==> src/hw/rtl/rsh_pkg.sv <==
// ---------------------------------------------------------------------------
// rsh_pkg
// Shared types and constants for the timed window RSSI histogram unit.
// ---------------------------------------------------------------------------
package rsh_pkg;

   localparam int BINS     = 120;
   localparam int BIN_AW   = $clog2(BINS);
   localparam int PTR_W    = BIN_AW + 1;
   localparam int BIN_W    = 16;
   localparam int CNT_W    = 24;
   localparam int CUM_W    = $clog2(BINS * 65536);
   localparam int TGT_W    = 31;
   localparam int REG_W    = 31;
   localparam int ADDR_W   = 4;

   // mean divider: |sum*10| fits 35 bits, quotient magnitude at most 1200
   localparam int DIV_NW   = 35;
   localparam int DIV_QW   = 11;
   localparam int DIV_CW   = $clog2(DIV_QW);

   localparam logic [BIN_W-1:0] BIN_MAX   = 16'hFFFF;
   localparam logic [CNT_W-1:0] COUNT_MAX = 24'hFFFFFF;
   localparam logic signed [7:0] LOW_DBM  = -8'sd120;

   typedef enum logic [1:0] {
      REQ_START  = 2'd0,
      REQ_STOP   = 2'd1,
      REQ_SAMPLE = 2'd2,
      REQ_QUERY  = 2'd3
   } req_kind_type;

   typedef enum logic [1:0] {
      ST_OK        = 2'd0,
      ST_TOO_SHORT = 2'd1,
      ST_TOO_LONG  = 2'd2,
      ST_NO_DATA   = 2'd3
   } status_type;

   localparam logic [1:0] REG_DEFAULT = 2'd0;
   localparam logic [1:0] REG_MIN     = 2'd1;
   localparam logic [1:0] REG_MAX     = 2'd2;

endpackage

==> src/hw/rtl/timed_window_rssi_histogram_stats_unit.sv <==
// ---------------------------------------------------------------------------
// timed_window_rssi_histogram_stats_unit
// Measurement window with deadline, RSSI histogram and percentile statistics.
// ---------------------------------------------------------------------------
// Each request passes the apply step, then the update step for a sample that
// enters the store, then the stats step. When the store is empty after the
// request, the stats step gives the result strobe. Otherwise the statistics
// walk reads the histogram RAM one bin a cycle through its single read port,
// and the mean then goes through the bit-serial divider (a load, then 11
// quotient bits). busy is high for the whole request. The result is held on
// the rsp_ ports and marked by rsp_valid for one cycle only; the receiver cannot
// stall it, so it must take every beat as it comes.
module timed_window_rssi_histogram_stats_unit (
   input  logic                          clock,
   input  logic                          reset,
   input  logic                          start,
   output logic                          busy,
   input  logic [1:0]                    req_type,
   input  logic [31:0]                   req_now_ms,
   input  logic [31:0]                   req_duration_ms,
   input  logic signed [7:0]             req_rssi_dbm,
   output logic                          rsp_valid,
   output logic [1:0]                    rsp_status,
   output logic                          rsp_window_active,
   output logic                          rsp_expired_event,
   output logic [rsh_pkg::REG_W-1:0]     rsp_remaining_ms,
   output logic [rsh_pkg::CNT_W-1:0]     rsp_sample_count,
   output logic signed [7:0]             rsp_min_dbm,
   output logic signed [7:0]             rsp_max_dbm,
   output logic signed [7:0]             rsp_p5_dbm,
   output logic signed [7:0]             rsp_median_dbm,
   output logic signed [7:0]             rsp_p95_dbm,
   output logic signed [11:0]            rsp_mean_x10,
   input  logic                          psel,
   input  logic                          penable,
   input  logic                          pwrite,
   input  logic [rsh_pkg::ADDR_W-1:0]    paddr,
   input  logic [31:0]                   pwdata,
   output logic [31:0]                   prdata,
   output logic                          pready
);
   import rsh_pkg::*;

   typedef enum logic [2:0] {
      S_IDLE, S_APPLY, S_UPDATE, S_STATS, S_WALK, S_DIV
   } state_type;

   state_type state_ff;

   // configuration
   logic [REG_W-1:0] reg_default_ff, reg_min_ff, reg_max_ff;

   // latched request
   req_kind_type     kind_ff;
   logic [31:0]      now_ff, dur_ff;
   logic signed [7:0] rssi_ff;

   // window and store
   logic [31:0]       deadline_ff;
   logic              running_ff, pending_ff;
   logic [BINS-1:0]   valid_ff;
   logic [CNT_W-1:0]  total_ff;
   logic signed [31:0] sum_ff;
   logic signed [7:0] lowest_ff, highest_ff;
   logic [BIN_AW-1:0] idx_ff;

   // per request results
   logic [1:0]        status_ff;
   logic              active_ff, expired_ff;
   logic [REG_W-1:0]  remaining_ff;

   // walk
   logic [PTR_W-1:0]  ptr_ff;
   logic              proc_ff;
   logic [BIN_AW-1:0] pidx_ff;
   logic [CUM_W-1:0]  cum_ff;
   logic [TGT_W-1:0]  t5_ff, t50_ff, t95_ff;
   logic              f5_ff, f50_ff, f95_ff;
   logic signed [7:0] p5_ff, p50_ff, p95_ff;
   logic              neg_ff;
   logic [DIV_NW-1:0] mag_ff;

   // outputs
   logic              rsp_valid_ff;
   logic [1:0]        rsp_status_ff;
   logic              rsp_active_ff, rsp_expired_ff;
   logic [REG_W-1:0]  rsp_remaining_ff;
   logic [CNT_W-1:0]  rsp_count_ff;
   logic signed [7:0] rsp_min_ff, rsp_max_ff, rsp_p5_ff, rsp_p50_ff, rsp_p95_ff;
   logic signed [11:0] rsp_mean_ff;

   // ---- apply step ----
   logic [31:0]      diff_in, dur_eff_in, dl_in, left_in;
   logic             expire_in, run_now_in, run_in, pend_in, expired_in, take_in;
   logic [1:0]       status_in;
   logic             arm_in;

   always_comb begin
      diff_in    = now_ff - deadline_ff;
      expire_in  = running_ff && !diff_in[31];
      run_now_in = running_ff && !expire_in;
      dur_eff_in = (dur_ff == '0) ? {1'b0, reg_default_ff} : dur_ff;
      status_in  = ST_OK;
      arm_in     = 1'b0;
      run_in     = run_now_in;
      pend_in    = pending_ff || expire_in;
      dl_in      = deadline_ff;
      expired_in = 1'b0;
      take_in    = 1'b0;
      unique case (kind_ff)
         REQ_START: begin
            if (dur_eff_in < {1'b0, reg_min_ff}) begin
               status_in = ST_TOO_SHORT;
            end else if (dur_eff_in > {1'b0, reg_max_ff}) begin
               status_in = ST_TOO_LONG;
            end else begin
               arm_in  = 1'b1;
               run_in  = 1'b1;
               pend_in = 1'b0;
               dl_in   = now_ff + dur_eff_in;
            end
         end
         REQ_STOP: begin
            run_in  = 1'b0;
            pend_in = 1'b0;
            dl_in   = '0;
         end
         REQ_SAMPLE: begin
            take_in = run_now_in && rssi_ff[7] && (rssi_ff >= LOW_DBM);
         end
         REQ_QUERY: begin
            expired_in = pend_in;
            pend_in    = 1'b0;
            if (total_ff == '0) begin
               status_in = ST_NO_DATA;
            end
         end
         default: ;
      endcase
      left_in = dl_in - now_ff;
   end

   logic [7:0]        sidx_in;
   assign sidx_in = 8'(rssi_ff) + 8'd120;

   // ---- histogram RAM ----
   logic              ram_we;
   logic [BIN_AW-1:0] ram_raddr;
   logic [BIN_W-1:0]  ram_rdata, bin_in, bin_inc_in;

   assign ram_raddr  = (state_ff == S_APPLY) ? sidx_in[BIN_AW-1:0] : ptr_ff[BIN_AW-1:0];
   assign ram_we     = (state_ff == S_UPDATE);
   assign bin_in     = valid_ff[idx_ff] ? ram_rdata : '0;
   assign bin_inc_in = (bin_in == BIN_MAX) ? bin_in : bin_in + 1'b1;

   rsh_ram #(.WIDTH(BIN_W), .DEPTH(BINS)) u_bins (
      .clock (clock),
      .we    (ram_we),
      .waddr (idx_ff),
      .wdata (bin_inc_in),
      .raddr (ram_raddr),
      .rdata (ram_rdata)
   );

   // ---- walk step: compare 100*cum against pct*count, same as the ceil rank ----
   logic [BIN_W-1:0] wbin_in;
   logic [CUM_W-1:0] cum_in;
   logic [TGT_W-1:0] cum100_in;
   logic             hit5_in, hit50_in, hit95_in;
   logic signed [7:0] val_in;

   always_comb begin
      wbin_in   = valid_ff[pidx_ff] ? ram_rdata : '0;
      cum_in    = cum_ff + CUM_W'(wbin_in);
      cum100_in = (TGT_W'(cum_in) << 6) + (TGT_W'(cum_in) << 5) + (TGT_W'(cum_in) << 2);
      hit5_in   = cum100_in >= t5_ff;
      hit50_in  = cum100_in >= t50_ff;
      hit95_in  = cum100_in >= t95_ff;
      val_in    = 8'({1'b0, pidx_ff}) + LOW_DBM;
   end

   logic [31:0] abs_sum_in;
   assign abs_sum_in = sum_ff[31] ? 32'(-sum_ff) : 32'(sum_ff);

   // ---- mean divider ----
   logic              div_start, div_done;
   logic [DIV_QW-1:0] div_q;

   assign div_start = (state_ff == S_WALK) && proc_ff && (pidx_ff == BIN_AW'(BINS - 1));

   rsh_div u_div (
      .clock    (clock),
      .reset    (reset),
      .start    (div_start),
      .dividend (mag_ff),
      .divisor  (total_ff),
      .done     (div_done),
      .quotient (div_q)
   );

   logic [11:0] q_ext_in;
   assign q_ext_in = 12'(div_q);

   // ---- sequencer ----
   always_ff @(posedge clock) begin
      if (reset) begin
         state_ff       <= S_IDLE;
         reg_default_ff <= REG_W'(600000);
         reg_min_ff     <= REG_W'(60000);
         reg_max_ff     <= REG_W'(3600000);
         deadline_ff    <= '0;
         running_ff     <= 1'b0;
         pending_ff     <= 1'b0;
         valid_ff       <= '0;
         total_ff       <= '0;
         sum_ff         <= '0;
         lowest_ff      <= '0;
         highest_ff     <= '0;
         rsp_valid_ff   <= 1'b0;
         proc_ff        <= 1'b0;
      end else begin
         rsp_valid_ff <= 1'b0;

         if (psel && penable && pwrite) begin
            unique case (paddr[3:2])
               REG_DEFAULT: reg_default_ff <= pwdata[REG_W-1:0];
               REG_MIN:     reg_min_ff     <= pwdata[REG_W-1:0];
               REG_MAX:     reg_max_ff     <= pwdata[REG_W-1:0];
               default: ;
            endcase
         end

         unique case (state_ff)
            S_IDLE: begin
               if (start) begin
                  kind_ff  <= req_kind_type'(req_type);
                  now_ff   <= req_now_ms;
                  dur_ff   <= req_duration_ms;
                  rssi_ff  <= req_rssi_dbm;
                  state_ff <= S_APPLY;
               end
            end
            S_APPLY: begin
               running_ff   <= run_in;
               pending_ff   <= pend_in;
               deadline_ff  <= dl_in;
               status_ff    <= status_in;
               active_ff    <= run_in;
               expired_ff   <= expired_in;
               remaining_ff <= (run_in && left_in != '0 && !left_in[31])
                               ? left_in[REG_W-1:0] : '0;
               idx_ff       <= sidx_in[BIN_AW-1:0];
               if (arm_in) begin
                  valid_ff   <= '0;
                  total_ff   <= '0;
                  sum_ff     <= '0;
                  lowest_ff  <= '0;
                  highest_ff <= '0;
               end
               state_ff <= take_in ? S_UPDATE : S_STATS;
            end
            S_UPDATE: begin
               valid_ff[idx_ff] <= 1'b1;
               if (total_ff == '0) begin
                  lowest_ff  <= rssi_ff;
                  highest_ff <= rssi_ff;
               end else begin
                  if (rssi_ff < lowest_ff)  lowest_ff  <= rssi_ff;
                  if (rssi_ff > highest_ff) highest_ff <= rssi_ff;
               end
               if (total_ff != COUNT_MAX) begin
                  total_ff <= total_ff + 1'b1;
                  sum_ff   <= sum_ff + 32'(rssi_ff);
               end
               state_ff <= S_STATS;
            end
            S_STATS: begin
               if (total_ff == '0) begin
                  rsp_valid_ff     <= 1'b1;
                  rsp_status_ff    <= status_ff;
                  rsp_active_ff    <= active_ff;
                  rsp_expired_ff   <= expired_ff;
                  rsp_remaining_ff <= remaining_ff;
                  rsp_count_ff     <= '0;
                  rsp_min_ff       <= '0;
                  rsp_max_ff       <= '0;
                  rsp_p5_ff        <= '0;
                  rsp_p50_ff       <= '0;
                  rsp_p95_ff       <= '0;
                  rsp_mean_ff      <= '0;
                  state_ff         <= S_IDLE;
               end else begin
                  t5_ff    <= TGT_W'(total_ff) * TGT_W'(5);
                  t50_ff   <= TGT_W'(total_ff) * TGT_W'(50);
                  t95_ff   <= TGT_W'(total_ff) * TGT_W'(95);
                  neg_ff   <= sum_ff[31];
                  mag_ff   <= (DIV_NW'(abs_sum_in) << 3) + (DIV_NW'(abs_sum_in) << 1);
                  // bins may saturate, so an unreached rank falls back to the maximum
                  p5_ff    <= highest_ff;
                  p50_ff   <= highest_ff;
                  p95_ff   <= highest_ff;
                  f5_ff    <= 1'b0;
                  f50_ff   <= 1'b0;
                  f95_ff   <= 1'b0;
                  cum_ff   <= '0;
                  ptr_ff   <= '0;
                  proc_ff  <= 1'b0;
                  state_ff <= S_WALK;
               end
            end
            S_WALK: begin
               if (ptr_ff < PTR_W'(BINS)) begin
                  ptr_ff <= ptr_ff + 1'b1;
               end
               // drops on its own once the pointer has passed the last bin
               proc_ff <= ptr_ff < PTR_W'(BINS);
               pidx_ff <= ptr_ff[BIN_AW-1:0];
               if (proc_ff) begin
                  cum_ff <= cum_in;
                  if (!f5_ff && hit5_in) begin
                     f5_ff <= 1'b1;
                     p5_ff <= val_in;
                  end
                  if (!f50_ff && hit50_in) begin
                     f50_ff <= 1'b1;
                     p50_ff <= val_in;
                  end
                  if (!f95_ff && hit95_in) begin
                     f95_ff <= 1'b1;
                     p95_ff <= val_in;
                  end
                  if (div_start) begin
                     state_ff <= S_DIV;
                  end
               end
            end
            S_DIV: begin
               if (div_done) begin
                  rsp_valid_ff     <= 1'b1;
                  rsp_status_ff    <= status_ff;
                  rsp_active_ff    <= active_ff;
                  rsp_expired_ff   <= expired_ff;
                  rsp_remaining_ff <= remaining_ff;
                  rsp_count_ff     <= total_ff;
                  rsp_min_ff       <= lowest_ff;
                  rsp_max_ff       <= highest_ff;
                  rsp_p5_ff        <= p5_ff;
                  rsp_p50_ff       <= p50_ff;
                  rsp_p95_ff       <= p95_ff;
                  rsp_mean_ff      <= neg_ff ? 12'(-q_ext_in) : q_ext_in;
                  state_ff         <= S_IDLE;
               end
            end
            default: state_ff <= S_IDLE;
         endcase
      end
   end

   always_comb begin
      unique case (paddr[3:2])
         REG_DEFAULT: prdata = {1'b0, reg_default_ff};
         REG_MIN:     prdata = {1'b0, reg_min_ff};
         REG_MAX:     prdata = {1'b0, reg_max_ff};
         default:     prdata = '0;
      endcase
   end

   assign pready            = 1'b1;
   assign busy              = (state_ff != S_IDLE);
   assign rsp_valid         = rsp_valid_ff;
   assign rsp_status        = rsp_status_ff;
   assign rsp_window_active = rsp_active_ff;
   assign rsp_expired_event = rsp_expired_ff;
   assign rsp_remaining_ms  = rsp_remaining_ff;
   assign rsp_sample_count  = rsp_count_ff;
   assign rsp_min_dbm       = rsp_min_ff;
   assign rsp_max_dbm       = rsp_max_ff;
   assign rsp_p5_dbm        = rsp_p5_ff;
   assign rsp_median_dbm    = rsp_p50_ff;
   assign rsp_p95_dbm       = rsp_p95_ff;
   assign rsp_mean_x10      = rsp_mean_ff;

`ifndef ASSERT_OFF
   // every request ends in exactly one result beat
   a_done_beat: assert property (@(posedge clock) disable iff (reset)
      ($fell(busy) && !$past(reset)) |-> rsp_valid)
      else $error("request finished without a result beat");

   a_accept_busy: assert property (@(posedge clock) disable iff (reset)
      (start && !busy) |=> busy)
      else $error("accepted request did not raise busy");

   a_single_beat: assert property (@(posedge clock) disable iff (reset)
      rsp_valid |=> !rsp_valid)
      else $error("result strobe held longer than one cycle");

   // a higher rank is never found before a lower one
   a_walk_found: assert property (@(posedge clock) disable iff (reset)
      (state_ff == S_DIV) |-> (f50_ff || !f95_ff) && (f5_ff || !f50_ff))
      else $error("percentile ranks found out of order");
`endif

endmodule

==> src/hw/rtl/rsh_ram.sv <==
// ---------------------------------------------------------------------------
// rsh_ram
// Generic single write, single read port RAM with registered read data.
// ---------------------------------------------------------------------------
module rsh_ram #(
   parameter int WIDTH = 16,
   parameter int DEPTH = 120
) (
   input  logic                     clock,
   input  logic                     we,
   input  logic [$clog2(DEPTH)-1:0] waddr,
   input  logic [WIDTH-1:0]         wdata,
   input  logic [$clog2(DEPTH)-1:0] raddr,
   output logic [WIDTH-1:0]         rdata
);

   logic [WIDTH-1:0] mem_ff [DEPTH];
   logic [WIDTH-1:0] rdata_ff;

   always_ff @(posedge clock) begin
      if (we) begin
         mem_ff[waddr] <= wdata;
      end
      rdata_ff <= mem_ff[raddr];
   end

   assign rdata = rdata_ff;

endmodule

==> src/hw/rtl/rsh_div.sv <==
// ---------------------------------------------------------------------------
// rsh_div
// Restoring divider for the mean: one quotient bit per cycle.
// ---------------------------------------------------------------------------
module rsh_div (
   input  logic                        clock,
   input  logic                        reset,
   input  logic                        start,
   input  logic [rsh_pkg::DIV_NW-1:0]  dividend,
   input  logic [rsh_pkg::CNT_W-1:0]   divisor,
   output logic                        done,
   output logic [rsh_pkg::DIV_QW-1:0]  quotient
);
   import rsh_pkg::*;

   logic [DIV_NW-1:0] rem_ff;
   logic [DIV_NW-1:0] dsh_ff;
   logic [DIV_QW-1:0] q_ff;
   logic [DIV_CW-1:0] cnt_ff;
   logic              run_ff;
   logic              done_ff;
   logic              fits_in;

   assign fits_in = rem_ff >= dsh_ff;

   always_ff @(posedge clock) begin
      if (reset) begin
         run_ff  <= 1'b0;
         done_ff <= 1'b0;
      end else begin
         done_ff <= 1'b0;
         if (start) begin
            rem_ff <= dividend;
            dsh_ff <= DIV_NW'({divisor, {(DIV_QW-1){1'b0}}});
            q_ff   <= '0;
            cnt_ff <= DIV_CW'(DIV_QW - 1);
            run_ff <= 1'b1;
         end else if (run_ff) begin
            if (fits_in) begin
               rem_ff <= rem_ff - dsh_ff;
            end
            q_ff   <= {q_ff[DIV_QW-2:0], fits_in};
            dsh_ff <= dsh_ff >> 1;
            if (cnt_ff == '0) begin
               run_ff  <= 1'b0;
               done_ff <= 1'b1;
            end else begin
               cnt_ff <= cnt_ff - 1'b1;
            end
         end
      end
   end

   assign done     = done_ff;
   assign quotient = q_ff;

endmodule
==> config.mk <==
export PLATFORM = sky130hd
export DESIGN_NAME = timed_window_rssi_histogram_stats_unit
export DESIGN_NICKNAME = d
export VERILOG_FILES = /design/src/hw/rtl/rsh_pkg.sv /design/src/hw/rtl/timed_window_rssi_histogram_stats_unit.sv /design/src/hw/rtl/rsh_ram.sv /design/src/hw/rtl/rsh_div.sv
export SDC_FILE = /design/constraint.sdc
export NUM_CORES = 2
export LEC_CHECK = 0
export BUFFER_PORTS_ARGS = -buffer_cell sky130_fd_sc_hd__buf_2
export CORE_ASPECT_RATIO = 1.5
export CORE_MARGIN = 10
export CORE_UTILIZATION = 60
export CTS_BUF_LIST = sky130_fd_sc_hd__clkbuf_4 sky130_fd_sc_hd__clkbuf_8
export DETAILED_ROUTE_END_ITERATION = 7
export PLACE_DENSITY = 0.85
export RECOVER_POWER = 100
export REMOVE_ABC_BUFFERS = 1
export SYNTH_ARGS = -nofsm -noshare
export SYNTH_HDL_FRONTEND = slang
export SYNTH_HIERARCHICAL = 1
export SYNTH_SLANG_ARGS = --single-unit
==> constraint.sdc <==
create_clock -name clock -period 12 [get_ports clock]
set_clock_uncertainty 0.15 [all_clocks]
set_input_delay 3.6 -clock clock [delete_from_list [all_inputs] [get_ports clock]]
set_output_delay 3.6 -clock clock [all_outputs]
set_load 0.005 [all_outputs]
Word level (Yosys, flattened, before mapping)
Memory sizes are Yosys's and may differ from the RTL's. A register that Yosys moved wholly into a read port is not among the register bits.
Index checks and enable logic that the tools add are counted.
{"block": "word_totals", "ramBits": 1920, "ff_bits": 825, "wordCells": 305, "n_memories": 1}
{"block": "op_classes", "n_mul": 3, "n_mux": 126, "bitwise": 4, "addsub": 17, "magnitude_cmp": 13, "reduce_logical": 58, "n_eq_ne": 28}
{"name": "u_bins.mem_ff", "words": 120, "word_bits": 16, "rd": 1, "rd_ports_with_merged_regs": 1, "wr": 1, "line": "rsh_ram.sv:17", "rtl": "logic [WIDTH-1:0] mem_ff [DEPTH];"}
{"operator": "case mux 120 bit (2 select lines)", "count": 1}
{"operator": "two-way mux 32 bit", "count": 6}
{"operator": "case mux 8 bit (2 select lines)", "count": 11}
{"operator": "two-way mux 8 bit", "count": 20}
{"operator": "case mux 32 bit (2 select lines)", "count": 2}
{"operator": "two-way mux 120 bit", "count": 1}
{"operator": "bitwise OR 120 bit", "count": 1}
{"operator": "two-way mux 35 bit", "count": 3}
{"operator": "two-way mux 24 bit", "count": 4}
{"operator": "case mux 24 bit (2 select lines)", "count": 2}
{"operator": "case mux 31 bit (3 select lines)", "count": 1}
{"operator": "two-way mux 34 bit", "count": 2}
{"operator": "subtractor 32 bit", "count": 2}
{"operator": "two-way mux 31 bit", "count": 2}
{"operator": "case mux 31 bit (2 select lines)", "count": 1}
{"operator": "two-way mux 16 bit", "count": 3}
{"operator": "two-way mux 23 bit", "count": 2}
{"operator": "case mux 23 bit (2 select lines)", "count": 1}
{"operator": "two-way mux 12 bit", "count": 3}
{"operator": "adder 35 x 33 -> 35 bit", "count": 1}
{"operator": "greater-or-equal comparator 35 x 34 -> 1 bit", "count": 1}
{"operator": "subtractor 35 x 34 -> 35 bit", "count": 1}
{"operator": "adder 32 bit", "count": 1}
{"operator": "adder 32 x 8 -> 32 bit", "count": 1}
{"operator": "66 further kinds", "count": 176}

Longest topological paths before layout
{"block": "depth", "ltp_word": 11, "depth_mapped": 41, "depth_no_buf": 39}

Hierarchy
Netlist, hierarchy kept.
{"module": "rsh_ram", "area_per_inst_um2": 74450.2, "seq_area_each_um2": 57975.6, "cells_per_inst": 3463, "n_inst": 1}
{"module": "timed_window_rssi_histogram_stats_unit", "area_per_inst_um2": 49448.7, "seq_area_each_um2": 18828.1, "cells_per_inst": 5139, "n_inst": 1}
{"module": "rsh_div", "area_per_inst_um2": 5577.8, "seq_area_each_um2": 2562.5, "cells_per_inst": 598, "n_inst": 1}

Worst setup path after synthesis
No wires, ideal clock.
{"block": "synth_path", "kind": "input port to flip-flop", "startpoint": "in reset", "endpoint": "reg dur_ff[0] (enable)", "stages": 4, "slack_ns": 1.647, "arrival_time_ns": 9.591, "path_cell_list": "clkbuf_1 > clkbuf_1 > clkbuf_1 > nor3b_1"}
{"block": "synth_between", "elab_chain_len": 2}
{"item": "from (decl)", "line": "timed_window_rssi_histogram_stats_unit.sv:15", "rtl": "input logic reset,"}
{"item": "NOT 1 bit (no line)"}
{"item": "AND reduction 3 bit (no line)"}
{"item": "to (signal assigned)", "line": "timed_window_rssi_histogram_stats_unit.sv:238", "rtl": "dur_ff <= req_duration_ms;"}
{"item": "to (decl)", "line": "timed_window_rssi_histogram_stats_unit.sv:55", "rtl": "logic [31:0] now_ff, dur_ff;"}
Every way passes these cells.
A chain may end at the register's enable or synchronous reset.

Final worst setup path
{"block": "layout_path", "startpoint": "reg state_ff[1]", "endpoint": "reg u_bins.rdata_ff[5] (netlist: u_bins/rdata[5]) (read register of u_bins.mem_ff)"}
{"block": "layout_between", "elab_chain_len": 2}
{"item": "from (decl)", "line": "timed_window_rssi_histogram_stats_unit.sv:48", "rtl": "state_type state_ff;"}
{"item": "from (signal assigned)", "line": "timed_window_rssi_histogram_stats_unit.sv:260", "rtl": "state_ff <= take_in ? S_UPDATE : S_STATS;"}
{"item": "equality test 3 x 1 -> 1 bit", "line": "timed_window_rssi_histogram_stats_unit.sv:151", "rtl": "assign ram_raddr = (state_ff == S_APPLY) ? sidx_in[BIN_AW-1:0] : ptr_ff[BIN_AW-1:0];"}
{"item": "two-way mux 7 bit", "line": "timed_window_rssi_histogram_stats_unit.sv:151"}
{"item": "via ram_raddr[2]", "line": "timed_window_rssi_histogram_stats_unit.sv:148", "rtl": "logic [BIN_AW-1:0] ram_raddr;"}
{"item": "to (decl)", "line": "rsh_ram.sv:18", "rtl": "logic [WIDTH-1:0] rdata_ff;"}
The timed path passes the listed nets, and every way through them passes these cells.

==> impl_metrics.toml <==
[status]
outcome = "finished with violations"
failed_checks = "capacitance limit, slew limit"

[drt]
wl_mm = 367
top_layer_used = "met5"
antenna_left = 0
vias = 84200
wl_met2_mm = 178
drcViolationCount = 0
wire_per_inst_um = 28.5
wl_met1_mm = 117
avgViaCountPerCell = 6.53
wl_met3_mm = 37.2
drtIter0Drc = 9638
drt-pass1-iter-count = 6

[finish]
layout.nets = 10500
area_delta_synth_final_pct = 9.61
multi_input_area_um2 = 46300
post-route-util = 0.662
regArea_um2 = 79400
filler_cell_count = 14300
layout-drive-gt1-share = 0.144

[sta]
holdWs_ps = 254
tightest_slew_ps = 4630
rsz0062_at_grt = "no"
finalSetupViolCount = 0
slew_violations = 1375
timing.fmax_ghz = 0.0840
layout_setup_ws_ps = 94.8
slew_headroom = -2.09
finalHoldViolations = 0
min_period_over_period = 0.992
period_minus_slack_ps = 11910

[global_routing]
grt_pass1_vias = 86500
antenna_found_initial = 26
grt_max_degree = 121
globalRouteTotalUtil = 0.308
grt_remaining_overflow = 0
grt_pass1_wl_mm = 542

[clock_tree]
cts_tree = "done"
postCtsSetupRepairBufs = 0
cts_resized = 0
cts_num_sinks = 2757
cts_root_buffer = "clkbuf_8"
hold_buffers = 0
insertion_delay_ps = 1080
htree_levels = 5
cts_buffer_depth = 4
clk_pin_slew_worst_paths_ps = 70
numCtsBuffers = 388

[synth]
synth_top_family_by_area = "multiplexers"
synth_ff_type = "edfxtp_1"
synth-xor-area-share = 0.0210
synth_cells = 9200
synth_simple_gate_area_frac = 0.0724
synth_edf_count = 2415
synth.area.mux_share = 0.101
synth_cell_types = 107
syn-cell-area_um2 = 129000
synthAdderAreaFrac = 0.0755
synth-seq-area-share = 0.613
avgSynthCellArea_um2 = 14.1
ys_ff_latch = 2757
synth_compound_area_frac = 0.0864
yosysWarnings = 6
synthArstFlopShare = 0

[setup_path]
required_ps = 12760
cp.arrival_ps = 12670
endpoint_kind = "register"
path_class = "register to register"
cp_max_fo = 46
start_kind = "register"

[floorplan]
start_util = 0.604
coreArea_um2 = 214000
dieArea_um2 = 235000
io_pins = 262
die_y_um = 589
die_w_um = 399
fp-row-count = 208

[pwr]
power_frac_clock = 0.282
seqPwrFrac = 0.427
power.leakage_nw = 52.0
power_switching_mw = 9.12
power_frac_comb = 0.291
peakVddDrop_uv = 177
internal_power_mw = 18.1
switching_share = 0.335
p_per_area_nw_per_um2 = 192
total_power_mw = 27.2

[placed_design]
gp_congestion = 0.972
post-place-ws_ps = 1490
hpwl_mm = 248
portBuffers = 256

[worst_hold_path]
hold_class = "register to register"

[run]
drv_cap = 42
power groups by stage:
stage	combinational [mW]	clock (mW)	sequential (mW)
3_3_place_gp	7.36	0	11.8
4_1_cts	7.70	7.74	11.6
3_5_place_dp	7.63	0	11.8
6_report	7.91	7.68	11.6
2_1_floorplan	6.54	0	11.8
5_1_grt	8.26	8.15	11.6
through the flow:
step | cell area, um2 | std cells | setup TNS (ps)
2_1_floorplan | 127000 | 8820 | -1231990
3_3_place_gp | 135000 | 12200 | 0
3_5_place_dp | 135000 | 12200 | 0
4_1_cts | 143000 | 12900 | 0
5_1_grt | 142000 | 12900 | 0
6_report | 142000 | 12900 | 0
layer usage:
layer | vias to the layer above | global-route usage
li1 | 36100 | -
met1 | 41100 | 0.341
met3 | 1579 | 0.0729
met5 | - | 0
met4 | 22 | 0.243
met2 | 5421 | 0.507
kinds of logic after synthesis:
kind of cell	count (synthesis)
simple gates	2037
xor+xnor	311
compound gates	1728
mux	737
buf+inv	921
flops	2757
fa+ha+maj	707
other cells	2
state kept, by name, summed over array words and instances, names as in the netlist, 32 cells and up:
signal and cells:
dur_ff 32, now_ff 32, mag_ff 34, valid_ff 120, sum_ff 32, u_bins/mem_ff 1920
deadline_ff 32, u_div/rem_ff 35, u_div/dsh_ff 34
area by class of cell:
class | instances | share of cell area
diodes | 11 | 0.000194
clock buffers | 510 | 0.0447
clock inverters | 201 | 0.0119
inverters | 540 | 0.0143
multi-input cells | 5523 | 0.327
flip-flops and latches | 2757 | 0.559
well taps | 2835 | 0.0250
repair buffers | 516 | 0.0180
placed cells by master, fill, tap and decap left out, drive strengths merged, types with 57 or more instances in the layout:
master,instances
a211oi,69
a21o,174
a21oi,521
a22oi,98
and2,64
buf,223
clkbuf,803
clkinv,150
dfxtp,342
edfxtp,2415
fa,124
ha,582
inv,556
mux2i,256
mux4,448
nand2,582
nand2b,57
nand3,140
nand4,70
nor2,705
nor2b,99
nor3,119
o21ai,301
o22ai,93
xnor2,209
xor2,102
cell usage after synthesis (44+ instances only):
library cell / count / area [um2]
and2_1: 64 / 400
a21oi_1: 521 / 2610
clkbuf_1: 226 / 848
ha_1: 582 / 7280
nand4_1: 69 / 432
a211oi_1: 68 / 510
a22oi_1: 98 / 736
mux2i_1: 256 / 2560
a21o_1: 174 / 1310
edfxtp_1: 2415 / 72500
fa_1: 124 / 2480
nor2b_1: 99 / 619
nand3_1: 140 / 701
xor2_1: 102 / 893
xnor2_1: 209 / 1830
nor3_1: 119 / 596
inv_1: 537 / 2020
nand2_1: 581 / 2180
nand2b_1: 57 / 357
mux4_2: 447 / 10100
o21a_1: 55 / 413
o22ai_1: 93 / 582
nor2_1: 705 / 2650
o21bai_1: 52 / 390
o211ai_1: 44 / 330
o21ai_0: 287 / 1440
dfxtp_1: 342 / 6850
buf_2: 49 / 245
critical path: stages, from the launching register on:
cell and delay [ps]:
dfxtp_1 350, clkbuf_1 880, or3b_2 470, nand2_1 100, nand2_1 590, clkbuf_1 1720, clkbuf_1 2390, and2_0 1410
clkbuf_1 1670, a221oi_1 450, o21ai_0 220, clkbuf_1 500, o21ai_0 380, nor4_1 460
worst paths after layout:
path | slack, ps | cells past startpoint | endpoint | start
setup reg to reg | 90 | 13 | u_bins/rdata[5]$_DFF_P_ | state_ff[1]$_SDFFE_PP0P_
setup / recovery | 90 | 13 | u_bins/rdata[5]$_DFF_P_ | state_ff[1]$_SDFFE_PP0P_
hold reg to reg | 250 | 0 | rsp_expired_event$_DFFE_PP_ | expired_ff$_SDFFCE_PP0P_
hold / removal | 250 | 0 | rsp_expired_event$_DFFE_PP_ | expired_ff$_SDFFCE_PP0P_
No activity file was read; power rests on OpenSTA's default activity.
